$ cat config.mk
export PLATFORM = sky130hd
export DESIGN_NAME = dsss_chip_to_symbol_despreader_flat
export DESIGN_NICKNAME = d
export VERILOG_FILES = /design/src/hw/rtl/dssd_pkg.sv /design/src/hw/rtl/dssd_chip_if.sv /design/src/hw/rtl/dssd_sym_if.sv /design/src/hw/rtl/dsss_chip_to_symbol_despreader.sv /design/src/flat_wrapper.sv
export SDC_FILE = /design/constraint.sdc
export NUM_CORES = 2
export LEC_CHECK = 0
export ABC_AREA = 1
export BUFFER_PORTS_ARGS = -buffer_cell sky130_fd_sc_hd__buf_2
export CELL_PAD_IN_SITES_DETAIL_PLACEMENT = 1
export CELL_PAD_IN_SITES_GLOBAL_PLACEMENT = 2
export CORE_UTILIZATION = 46
export CTS_CLUSTER_DIAMETER = 80
export DETAILED_ROUTE_END_ITERATION = 8
export PLACE_DENSITY_LB_ADDON = 0.1
export REMOVE_ABC_BUFFERS = 1
export SLEW_MARGIN = 10
export SYNTH_ARGS = -nofsm -noshare
export SYNTH_HDL_FRONTEND = slang
export SYNTH_SLANG_ARGS = --single-unit
$ cat constraint.sdc
create_clock -name clk -period 15.9 [get_ports clk]
set_input_delay 0.795 -clock clk [delete_from_list [all_inputs] [get_ports clk]]
set_output_delay 0.795 -clock clk [all_outputs]
set_load 0.05 [all_outputs]
$ cat src/hw/rtl/dssd_pkg.sv
`default_nettype none
// ----------------------------------------------------------------------------
// dssd_pkg
// shared types, chip sequence tables and register codes for the despreader
// ----------------------------------------------------------------------------
package dssd_pkg;

  localparam int CHIP_W   = 32;
  localparam int SYM_W    = 8;
  localparam int THR_W    = 6;
  localparam int ERR_W    = 6;
  localparam int IDX_W    = 4;
  localparam int NUM_LANE = 16;
  localparam int NUM_DBPSK = 2;
  localparam int NUM_BYTE = CHIP_W / 8;
  localparam int BCNT_W   = 4;

  localparam int PADDR_W  = 3;
  localparam int REG_IDX_W = 1;
  localparam int PDATA_W  = 32;

  localparam logic [REG_IDX_W-1:0] REG_MODE_SELECT    = 1'b0;
  localparam logic [REG_IDX_W-1:0] REG_ERROR_THRESHOLD = 1'b1;

  localparam logic MODE_DBPSK = 1'b0;
  localparam logic MODE_OQPSK = 1'b1;

  localparam logic [CHIP_W-1:0] MASK_DBPSK = 32'h0000_7fff;
  localparam logic [CHIP_W-1:0] MASK_OQPSK = 32'hffff_ffff;
  localparam logic [SYM_W-1:0]  NO_MATCH_SYMBOL = 8'hff;

  localparam logic [CHIP_W-1:0] SEQ_DBPSK [NUM_DBPSK] = '{
    32'h0000_09af, 32'h0000_7650
  };

  localparam logic [CHIP_W-1:0] SEQ_OQPSK [NUM_LANE] = '{
    32'h6077_ae6c, 32'h4e07_7ae6, 32'h6ce0_77ae, 32'h66ce_077a,
    32'h2e6c_e077, 32'h7ae6_ce07, 32'h77ae_6ce0, 32'h077a_e6ce,
    32'h1f88_5193, 32'h31f8_8519, 32'h131f_8851, 32'h1931_f885,
    32'h5193_1f88, 32'h0519_31f8, 32'h0851_931f, 32'h7885_1931
  };

  typedef struct packed {
    logic             ok;
    logic [ERR_W-1:0] err;
    logic [IDX_W-1:0] idx;
  } cand_t;

  function automatic logic [BCNT_W-1:0] popcount8(input logic [7:0] v);
    logic [BCNT_W-1:0] n;
    n = '0;
    for (int b = 0; b < 8; b++) begin
      n = n + BCNT_W'(v[b]);
    end
    return n;
  endfunction

  // a is the lower index, so it wins a tie
  function automatic cand_t pick(input cand_t a, input cand_t b);
    if (a.ok && (!b.ok || a.err <= b.err)) begin
      return a;
    end
    return b;
  endfunction

endpackage
`default_nettype wire

$ cat src/hw/rtl/dssd_chip_if.sv
`default_nettype none
// ----------------------------------------------------------------------------
// dssd_chip_if
// valid/ready channel carrying one received chip word
// ----------------------------------------------------------------------------
interface dssd_chip_if;
  logic                        valid;
  logic                        ready;
  logic [dssd_pkg::CHIP_W-1:0] chip_word;

  modport source (output valid, output chip_word, input ready);
  modport sink (input valid, input chip_word, output ready);
endinterface
`default_nettype wire

$ cat src/hw/rtl/dssd_sym_if.sv
`default_nettype none
// ----------------------------------------------------------------------------
// dssd_sym_if
// valid/ready channel carrying one decoded symbol and its match status
// ----------------------------------------------------------------------------
interface dssd_sym_if;
  logic                       valid;
  logic                       ready;
  logic [dssd_pkg::SYM_W-1:0] symbol;
  logic                       status;

  modport source (output valid, output symbol, output status, input ready);
  modport sink (input valid, input symbol, input status, output ready);
endinterface
`default_nettype wire

$ cat src/hw/rtl/dsss_chip_to_symbol_despreader.sv
`default_nettype none
// ----------------------------------------------------------------------------
// dsss_chip_to_symbol_despreader
// nearest chip sequence search over the selected mode's table, 4 stages
// ----------------------------------------------------------------------------
// path: a chip word moves through the stage 1 to stage 4 registers to symbol valid
// throughput: one chip word per cycle; the whole pipe holds while the output
//   register is full and not taken
// reset: valid bits clear, mode_select returns to o-qpsk, threshold to 0
// stages: byte popcounts, lane error sums and threshold check, 16-to-4 pick,
//   4-to-1 pick into the output register
module dsss_chip_to_symbol_despreader (
  input  wire                               clk,
  input  wire                               rst,
  input  wire                               psel,
  input  wire                               penable,
  input  wire                               pwrite,
  input  wire  [dssd_pkg::PADDR_W-1:0]      paddr,
  input  wire  [dssd_pkg::PDATA_W-1:0]      pwdata,
  output logic [dssd_pkg::PDATA_W-1:0]      prdata,
  output logic                              pready,
  dssd_chip_if.sink                         chip_in,
  dssd_sym_if.source                        sym_out
);

  localparam int NL = dssd_pkg::NUM_LANE;
  localparam int NG = NL / 4;

  logic                          mode_select;
  logic [dssd_pkg::THR_W-1:0]    error_threshold;
  logic [dssd_pkg::REG_IDX_W-1:0] reg_idx;

  logic adv;

  logic                                              v1;
  logic [NL-1:0][dssd_pkg::NUM_BYTE-1:0][dssd_pkg::BCNT_W-1:0] cnt1;
  logic [NL-1:0]                                     act1;

  logic                v2;
  dssd_pkg::cand_t     cand2 [NL];
  logic                v3;
  dssd_pkg::cand_t     cand3 [NG];
  logic                v4;
  logic [dssd_pkg::SYM_W-1:0] symbol;
  logic                status;

  // configuration port
  assign pready  = 1'b1;
  assign reg_idx = paddr[dssd_pkg::PADDR_W-1 -: dssd_pkg::REG_IDX_W];

  always_ff @(posedge clk) begin
    if (rst) begin
      mode_select     <= dssd_pkg::MODE_OQPSK;
      error_threshold <= '0;
    end else if (psel && penable && pwrite && pready) begin
      unique case (reg_idx)
        dssd_pkg::REG_MODE_SELECT:     mode_select     <= pwdata[0];
        dssd_pkg::REG_ERROR_THRESHOLD: error_threshold <= pwdata[dssd_pkg::THR_W-1:0];
        default: ;
      endcase
    end
  end

  always_comb begin
    prdata = '0;
    unique case (reg_idx)
      dssd_pkg::REG_MODE_SELECT:     prdata[0] = mode_select;
      dssd_pkg::REG_ERROR_THRESHOLD: prdata[dssd_pkg::THR_W-1:0] = error_threshold;
      default: ;
    endcase
  end

  // the whole pipe moves unless the output register holds an untaken result
  assign adv           = !v4 || sym_out.ready;
  assign chip_in.ready = adv;

  // stage 1: mask, xor against each sequence, popcount per byte
  always_ff @(posedge clk) begin
    logic [dssd_pkg::CHIP_W-1:0] word;
    logic [dssd_pkg::CHIP_W-1:0] seq;
    logic [dssd_pkg::CHIP_W-1:0] diff;
    if (rst) begin
      v1 <= 1'b0;
    end else if (adv) begin
      v1 <= chip_in.valid;
    end
    if (adv) begin
      word = (mode_select == dssd_pkg::MODE_DBPSK) ?
             (chip_in.chip_word & dssd_pkg::MASK_DBPSK) :
             (chip_in.chip_word & dssd_pkg::MASK_OQPSK);
      for (int k = 0; k < NL; k++) begin
        if (mode_select == dssd_pkg::MODE_DBPSK) begin
          seq = (k < dssd_pkg::NUM_DBPSK) ?
                dssd_pkg::SEQ_DBPSK[k % dssd_pkg::NUM_DBPSK] : '0;
          act1[k] <= (k < dssd_pkg::NUM_DBPSK);
        end else begin
          seq = dssd_pkg::SEQ_OQPSK[k];
          act1[k] <= 1'b1;
        end
        diff = seq ^ word;
        for (int b = 0; b < dssd_pkg::NUM_BYTE; b++) begin
          cnt1[k][b] <= dssd_pkg::popcount8(diff[b*8 +: 8]);
        end
      end
    end
  end

  // stage 2: error count per lane and threshold check
  always_ff @(posedge clk) begin
    logic [dssd_pkg::ERR_W-1:0] err;
    if (rst) begin
      v2 <= 1'b0;
    end else if (adv) begin
      v2 <= v1;
    end
    if (adv) begin
      for (int k = 0; k < NL; k++) begin
        err = '0;
        for (int b = 0; b < dssd_pkg::NUM_BYTE; b++) begin
          err = err + dssd_pkg::ERR_W'(cnt1[k][b]);
        end
        cand2[k].err <= err;
        cand2[k].idx <= dssd_pkg::IDX_W'(k);
        cand2[k].ok  <= act1[k] && (err <= error_threshold);
      end
    end
  end

  // stage 3: best of each group of four lanes
  always_ff @(posedge clk) begin
    if (rst) begin
      v3 <= 1'b0;
    end else if (adv) begin
      v3 <= v2;
    end
    if (adv) begin
      for (int g = 0; g < NG; g++) begin
        cand3[g] <= dssd_pkg::pick(
          dssd_pkg::pick(cand2[4*g],     cand2[4*g + 1]),
          dssd_pkg::pick(cand2[4*g + 2], cand2[4*g + 3]));
      end
    end
  end

  // stage 4: overall best into the output register
  always_ff @(posedge clk) begin
    dssd_pkg::cand_t best;
    if (rst) begin
      v4 <= 1'b0;
    end else if (adv) begin
      v4 <= v3;
    end
    if (adv) begin
      best = dssd_pkg::pick(dssd_pkg::pick(cand3[0], cand3[1]),
                            dssd_pkg::pick(cand3[2], cand3[3]));
      symbol <= best.ok ? dssd_pkg::SYM_W'(best.idx) : dssd_pkg::NO_MATCH_SYMBOL;
      status <= !best.ok;
    end
  end

  assign sym_out.valid  = v4;
  assign sym_out.symbol = symbol;
  assign sym_out.status = status;

  // no-match flag and reserved symbol always agree
  a_status_symbol: assert property (@(posedge clk) disable iff (rst)
    sym_out.valid |-> (sym_out.status == (sym_out.symbol == dssd_pkg::NO_MATCH_SYMBOL)))
    else $error("status and symbol disagree");

  // a matched symbol is a table index
  a_symbol_range: assert property (@(posedge clk) disable iff (rst)
    (sym_out.valid && !sym_out.status) |-> (sym_out.symbol < 8'd16))
    else $error("matched symbol out of table range");

  // a transfer in always lands in the first stage
  a_accept_enters: assert property (@(posedge clk) disable iff (rst)
    (chip_in.valid && chip_in.ready) |=> v1)
    else $error("accepted chip word lost at pipe entry");

endmodule
`default_nettype wire

$ cat src/flat_wrapper.sv
// flat-port wrapper written by rule: the top's interface ports become plain ports
module dsss_chip_to_symbol_despreader_flat 
  (clk, rst, psel, penable, pwrite, paddr, pwdata, prdata, pready, chip_in_valid, chip_in_chip_word, chip_in_ready, sym_out_valid, sym_out_symbol, sym_out_status, sym_out_ready);
  dssd_chip_if chip_in_i ();
  dssd_sym_if sym_out_i ();
  input  wire clk;
  input  wire rst;
  input  wire psel;
  input  wire penable;
  input  wire pwrite;
  input  wire  [dssd_pkg::PADDR_W-1:0] paddr;
  input  wire  [dssd_pkg::PDATA_W-1:0] pwdata;
  output logic [dssd_pkg::PDATA_W-1:0] prdata;
  output logic pready;
  input wire logic [$bits(chip_in_i.valid)-1:0] chip_in_valid;
  input wire logic [$bits(chip_in_i.chip_word)-1:0] chip_in_chip_word;
  output wire logic [$bits(chip_in_i.ready)-1:0] chip_in_ready;
  output wire logic [$bits(sym_out_i.valid)-1:0] sym_out_valid;
  output wire logic [$bits(sym_out_i.symbol)-1:0] sym_out_symbol;
  output wire logic [$bits(sym_out_i.status)-1:0] sym_out_status;
  input wire logic [$bits(sym_out_i.ready)-1:0] sym_out_ready;
  assign chip_in_i.valid = chip_in_valid;
  assign chip_in_i.chip_word = chip_in_chip_word;
  assign chip_in_ready = chip_in_i.ready;
  assign sym_out_valid = sym_out_i.valid;
  assign sym_out_symbol = sym_out_i.symbol;
  assign sym_out_status = sym_out_i.status;
  assign sym_out_i.ready = sym_out_ready;
  dsss_chip_to_symbol_despreader u_core (.clk(clk), .rst(rst), .psel(psel), .penable(penable), .pwrite(pwrite), .paddr(paddr), .pwdata(pwdata), .prdata(prdata), .pready(pready), .chip_in(chip_in_i), .sym_out(sym_out_i));
endmodule
After elaboration in Yosys (flattened, before gate mapping)
Memories as Yosys holds them, arrays and structs flattened.
Index checks and enable logic that the tools add are counted.
{ "classes": {"n_bitwise": 17, "mux": 114, "order_cmp": 31, "addsub": 496, "reduce_logical": 66} }
{ "op_table": {"columns": ["op", "n"], "rows": [
  ["$add 4x1->4", 384],
  ["$mux 32", 17],
  ["$xor 32x32->32", 16],
  ["$mux 11", 45],
  ["$mux 31", 8],
  ["$add 6x4->6", 32],
  ["$le 6x6->1", 31],
  ["$add 1x1->2", 64],
  ["$mux 29", 3],
  ["$add 4x4->5", 16],
  ["$mux 30", 2],
  ["$mux 27", 2],
  ["$mux 1", 33],
  ["$logic_and 1x1->1", 31],
  ["$mux 28", 1],
  ["$logic_not 1->1", 17],
  ["$logic_or 1x1->1", 16],
  ["$mux 8", 1],
  ["$mux 5", 1],
  ["$reduce_and 2->1", 2],
  ["$pmux 1 s2", 1],
  ["$not 1->1", 1]
]} }
{ "totals": {"memories": 2, "mem_bits_rw": 220, "input_bits": 74, "regBits": 277, "elab_cells": 800, "out_inout_bits": 44} }
{ "memory_table": {"columns": ["name", "words", "width", "read_ports", "rd_ports_with_merged_regs", "write_ports", "line", "rtl"], "rows": [
  ["u_core.cand2", 16, 11, 16, 0, 16, "dsss_chip_to_symbol_despreader.sv:40", "dssd_pkg::cand_t cand2 [NL];"],
  ["u_core.cand3", 4, 11, 4, 0, 4, "dsss_chip_to_symbol_despreader.sv:42", "dssd_pkg::cand_t cand3 [NG];"]
]} }

Depth between registers and ports, before layout
An unclocked memory read counts as a cell.
{ "logic_depth": {"ltp_word": 16, "ltp_mapped": 23, "depth_no_buf": 23} }

Worst setup path before layout
OpenSTA, ideal clock, no wires.
{ "synth_path": {"path_kind": "in2out", "from": "input sym_out_ready", "to": "output chip_in_ready", "t_required_ns": 15.105, "stages": 2, "path_slack_ns": 5.998, "path_buffers": 0, "arrival_time_ns": 9.107, "path_cell_list": "nor2_1 -> inv_1"} }
{ "synth_between": {"elab_chain_cells": 1} }
{ "synth_rtl": {"columns": ["element", "line", "rtl"], "rows": [
  ["start, declared", "flat_wrapper.sv:21", "input wire logic [$bits(sym_out_i.ready)-1:0] sym_out_ready;"],
  ["$logic_or 1x1->1", "dsss_chip_to_symbol_despreader.sv:74", "assign adv = !v4 || sym_out.ready;"],
  ["end, declared", "flat_wrapper.sv:17", "output wire logic [$bits(chip_in_i.ready)-1:0] chip_in_ready;"]
]} }
Every way passes these cells.

Worst setup path in the final report
{ "layout_path": {"from": "register u_core.mode_select", "to": "register u_core.cnt1[121] in the netlist's numbering (data pin)"} }
{ "layout_between": {"elab_chain_cells": 10, "elab_cells_between_ends": 11, "classes_between": "add/sub: 7; mux: 3; bitwise: 1"} }
{ "layout_rtl": {"columns": ["element", "line", "rtl"], "rows": [
  ["start, declared", "dsss_chip_to_symbol_despreader.sv:29", "logic mode_select;"],
  ["start signal, assigned", "dsss_chip_to_symbol_despreader.sv:53", "mode_select <= dssd_pkg::MODE_OQPSK;"],
  ["start signal, assigned", "dsss_chip_to_symbol_despreader.sv:57", "dssd_pkg::REG_MODE_SELECT: mode_select <= pwdata[0];"],
  ["$mux 27", "dsss_chip_to_symbol_despreader.sv:92", "if (mode_select == dssd_pkg::MODE_DBPSK) begin"],
  ["$mux 32", "dsss_chip_to_symbol_despreader.sv:87", "if (adv) begin"],
  ["$xor 32x32->32 *", "dsss_chip_to_symbol_despreader.sv:100", "diff = seq ^ word;"],
  ["$add 1x1->2", "dssd_pkg.sv:53", "n = n + BCNT_W'(v[b]);"],
  ["$add 4x1->4 (5 in series)", "dssd_pkg.sv:53", null],
  ["$add 4x1->4 *", "dssd_pkg.sv:53", null],
  ["end signal, assigned by index", "dsss_chip_to_symbol_despreader.sv:102", "cnt1[k][b] <= dssd_pkg::popcount8(diff[b*8 +: 8]);"],
  ["end, declared", "dsss_chip_to_symbol_despreader.sv:36", "logic [NL-1:0][dssd_pkg::NUM_BYTE-1:0][dssd_pkg::BCNT_W-1:0] cnt1;"]
]} }
Mark *: on every way between the ends. The rest lies on a longest branch, timed or not. The select of a mux whose other input is x is not followed.
A chain may end at the register's enable or synchronous reset.

==> impl_metrics.sql <==
INSERT INTO impl_metrics (metric_group, metric, value, unit) VALUES
('synth', 'synth.cell_area', '35700', 'um2'),
('synth', 'yosys_register_bits', '421', ''),
('routing', 'drt_wl_total', '97100', 'um'),
('routing', 'drt_iter0_drc', '1122', ''),
('setup_path', 'worst_path_dominant_cell_family', 'adder cells', ''),
('routing', 'drt_first_pass_iters', '5', ''),
('clock_tree', 'h-tree-depth', '2', ''),
('timing', 'setup_viol', '0', ''),
('grt', 'grt_pass1_wl', '150000', 'um'),
('setup_path', 'crit_top_cell', 'sky130_fd_sc_hd__fa_1', ''),
('setup_path', 'cp.required', '16280', 'ps'),
('clock_tree', 'worst_setup_hold_path_clk_slew', '60', 'ps'),
('grt', 'grt_pass1_vias', '26200', ''),
('timing', 'report.final.slew_viol_count', '0', ''),
('die', 'die_h', '281', 'um'),
('die', 'starting_density_of_the_core', '46.8', '%'),
('timing', 'min_period', '4720', 'ps'),
('finish', 'layout_cell_share_with_drive_strength_beyond_1', '6.53', '%'),
('synth', 'synth_warnings', '0', ''),
('clock_tree', 'clk_root_buffer_cell', 'sky130_fd_sc_hd__clkbuf_16', ''),
('setup_path', 'path_cells', 'buf_4 -> inv_2 -> nor2_1 -> fa_1 -> fa_1 -> inv_1 -> fa_1 -> fa_1 -> inv_1', ''),
('finish', 'flow.area_growth_from_synthesis', '8.74', '%'),
('placed_design', 'place_congestion', '0.897', ''),
('synth', 'ys_top_cells_by_count', '907 x sky130_fd_sc_hd__inv_1, 479 x sky130_fd_sc_hd__ha_1, 431 x sky130_fd_sc_hd__nand2_1', ''),
('synth', 'synthDominantAreaCellType', 'sky130_fd_sc_hd__edfxtp_1', ''),
('timing', 'final.setup.tns', '0', 'ps'),
('die', 'std_cell_rows', '101', ''),
('die', 'dieArea', '78700', 'um2'),
('setup_path', 'path_depth', '9', ''),
('routing', 'drtAntennaViolNets', '0', ''),
('grt', 'grt_max_degree', '191', ''),
('synth', 'syn_inst', '3444', ''),
('routing', 'via_count', '23200', ''),
('routing', 'detail_route.drc_violations', '0', ''),
('timing', 'clock_skew', '21.1', 'ps'),
('setup_path', 'timing.critical_path.arrival', '5090', 'ps'),
('timing', 'fmaxAchievable', '0.212', 'GHz'),
('synth', 'distinct_cell_type_count_of_the_synthesized_netlist', '46', ''),
('timing', 'layout_worst_path_cycle_share', '29.7', '%'),
('grt', 'antenna_found_initial', '2', ''),
('clock_tree', 'cts_inserted_buffers', '53', ''),
('setup_path', 'crit_buf_inv', '4', ''),
('die', 'floorplan.io_pins', '118', ''),
('synth', 'synth_edf_count', '410', ''),
('status', 'status', 'completed', ''),
('clock_tree', 'post_cts_hold_buffer_count', '0', ''),
('placed_design', 'hpwl', '81900', 'um'),
('synth', 'yosys.area.top_type_share', '34.5', '%'),
('clock_tree', 'cts_tree', 'built', ''),
('die', 'core_region_area', '76300', 'um2'),
('setup_path', 'critPathSlowestCell', 'sky130_fd_sc_hd__nor2_1', ''),
('grt', 'global_route.overflow_total', '0', ''),
('setup_path', 'r2r_setup_slk', '11180', 'ps'),
('clock_tree', 'postCtsSetupRepairBufs', '0', ''),
('synth', 'post_synth_arst_share', '0', '%'),
('clock_tree', 'number_of_clock_sinks', '421', ''),
('synth', 'synth-main-ff-cell', 'sky130_fd_sc_hd__edfxtp_1', ''),
('synth', 'post_synth_main_area_contributors', 'sky130_fd_sc_hd__edfxtp_1 34%, sky130_fd_sc_hd__fa_1 18%, sky130_fd_sc_hd__ha_1 17%', ''),
('synth', 'synthMostInstantiatedCell', 'sky130_fd_sc_hd__inv_1', ''),
('grt', 'globalRouteTotalUtil', '25.5', '%'),
('min_path', 'holdPathStages', '2', ''),
('routing', 'route.detailed.wl_per_inst', '21.0', 'um'),
('setup_path', 'capturing_element_type_of_the_critical_path', 'flip-flop', ''),
('run', 'max-cap-violations', '0', ''),
('placed_design', 'portBuffers', '62', ''),
('die', 'die-width', '281', 'um'),
('min_path', 'hp-class', 'in -> reg', ''),
('synth', 'postSynthAreaPerCell', '10.4', 'um2'),
('finish', 'antenna_cells', '0', ''),
('setup_path', 'crit_fanout', '36', ''),
('setup_path', 'worst_setup_path_start_kind', 'flip-flop', '');
==> worst register-to-register path, stage by stage (launching register included) <==
cell,delay [ps]
sky130_fd_sc_hd__dfxtp_2,320
sky130_fd_sc_hd__buf_4,550
sky130_fd_sc_hd__inv_2,450
sky130_fd_sc_hd__nor2_1,950
sky130_fd_sc_hd__fa_1,650
sky130_fd_sc_hd__fa_1,560
sky130_fd_sc_hd__inv_1,50
sky130_fd_sc_hd__fa_1,400
sky130_fd_sc_hd__fa_1,500
sky130_fd_sc_hd__inv_1,50
==> worst paths after layout <==
kind                                    from                                 to
max          u_core.mode_select$_SDFFE_PP1P_         u_core.cnt1[121]$_DFFE_PP_
min                                      rst  u_core.sym_out.valid$_SDFFE_PP0P_
min reg2reg           u_core.v3$_SDFFE_PP0P_  u_core.sym_out.valid$_SDFFE_PP0P_
max reg2reg  u_core.mode_select$_SDFFE_PP1P_         u_core.cnt1[121]$_DFFE_PP_
==> area by class of cell <==
cell class | instances | area (um2)
multi-input combinational | 2084 | 19400
sequential | 421 | 12500
clock inverter | 31 | 309
clock buffer | 66 | 1420
tap | 1030 | 1290
inverter | 911 | 3430
timing repair buffer | 69 | 388
fill | 8449 | 37500
==> state kept, by name, summed over array words and instances (netlist names) <==
register                cells
u_core.v2                   1
u_core.error_threshold      6
u_core.v1                   1
u_core.act1                 1
u_core.sym_out.symbol       5
u_core.cand2              112
u_core.mode_select          1
u_core.cnt1               256
u_core.sym_out.valid        1
u_core.v3                   1
u_core.cand3               36
==> layer usage <==
layer	vias up	routed length [um]	track usage, %
met3	183	2680	2.42
met1	11500	42500	32.1
met2	370	47500	44.6
met5	-	25	0
li1	11100	-	-
met4	4	4400	11.0
==> stage by stage <==
stage / hold WS [ps] / setup slack (ps) / std cells / area (um2) / util [%]
after floorplan: 441 / 6000 / 3416 / 35400 / -
after global placement: 459 / 11190 / 4515 / 37100 / 48.6
after detailed placement: 473 / 11140 / 4515 / 37100 / 48.6
after CTS: 340 / 11130 / 4612 / 38800 / 50.8
after global routing: 357 / 11030 / 4612 / 38800 / 50.8
final: 376 / 11180 / 4612 / 38800 / 50.8
==> layout by cell type, fill, tap and decap left out, types with 55 or more instances in the layout <==
cell | netlist | final
sky130_fd_sc_hd__inv_1 | 907 | 906
sky130_fd_sc_hd__xnor2_1 | 99 | 99
sky130_fd_sc_hd__edfxtp_1 | 410 | 410
sky130_fd_sc_hd__buf_2 | 14 | 62
sky130_fd_sc_hd__o21ai_0 | 72 | 72
sky130_fd_sc_hd__a21oi_1 | 147 | 147
sky130_fd_sc_hd__clkbuf_16 | 0 | 55
sky130_fd_sc_hd__ha_1 | 479 | 479
sky130_fd_sc_hd__nand2_1 | 431 | 431
sky130_fd_sc_hd__nand3_1 | 162 | 162
sky130_fd_sc_hd__fa_1 | 320 | 320
sky130_fd_sc_hd__nor2_1 | 73 | 73
==> logic make-up after synthesis <==
group	count (synthesis)	share of synthesized area (%)
other	2	0.0210
flip-flops	421	35.1
adder cells (fa/ha/maj)	799	34.7
XOR/XNOR	156	4.00
AO/OA/AOI/OAI	317	5.49
AND/OR/NAND/NOR	785	9.97
buffers and inverters	964	10.7
Power is left out: the tool's default activity adds up to more than one toggle a clock period on the data nets, which glitch-free logic cannot reach.
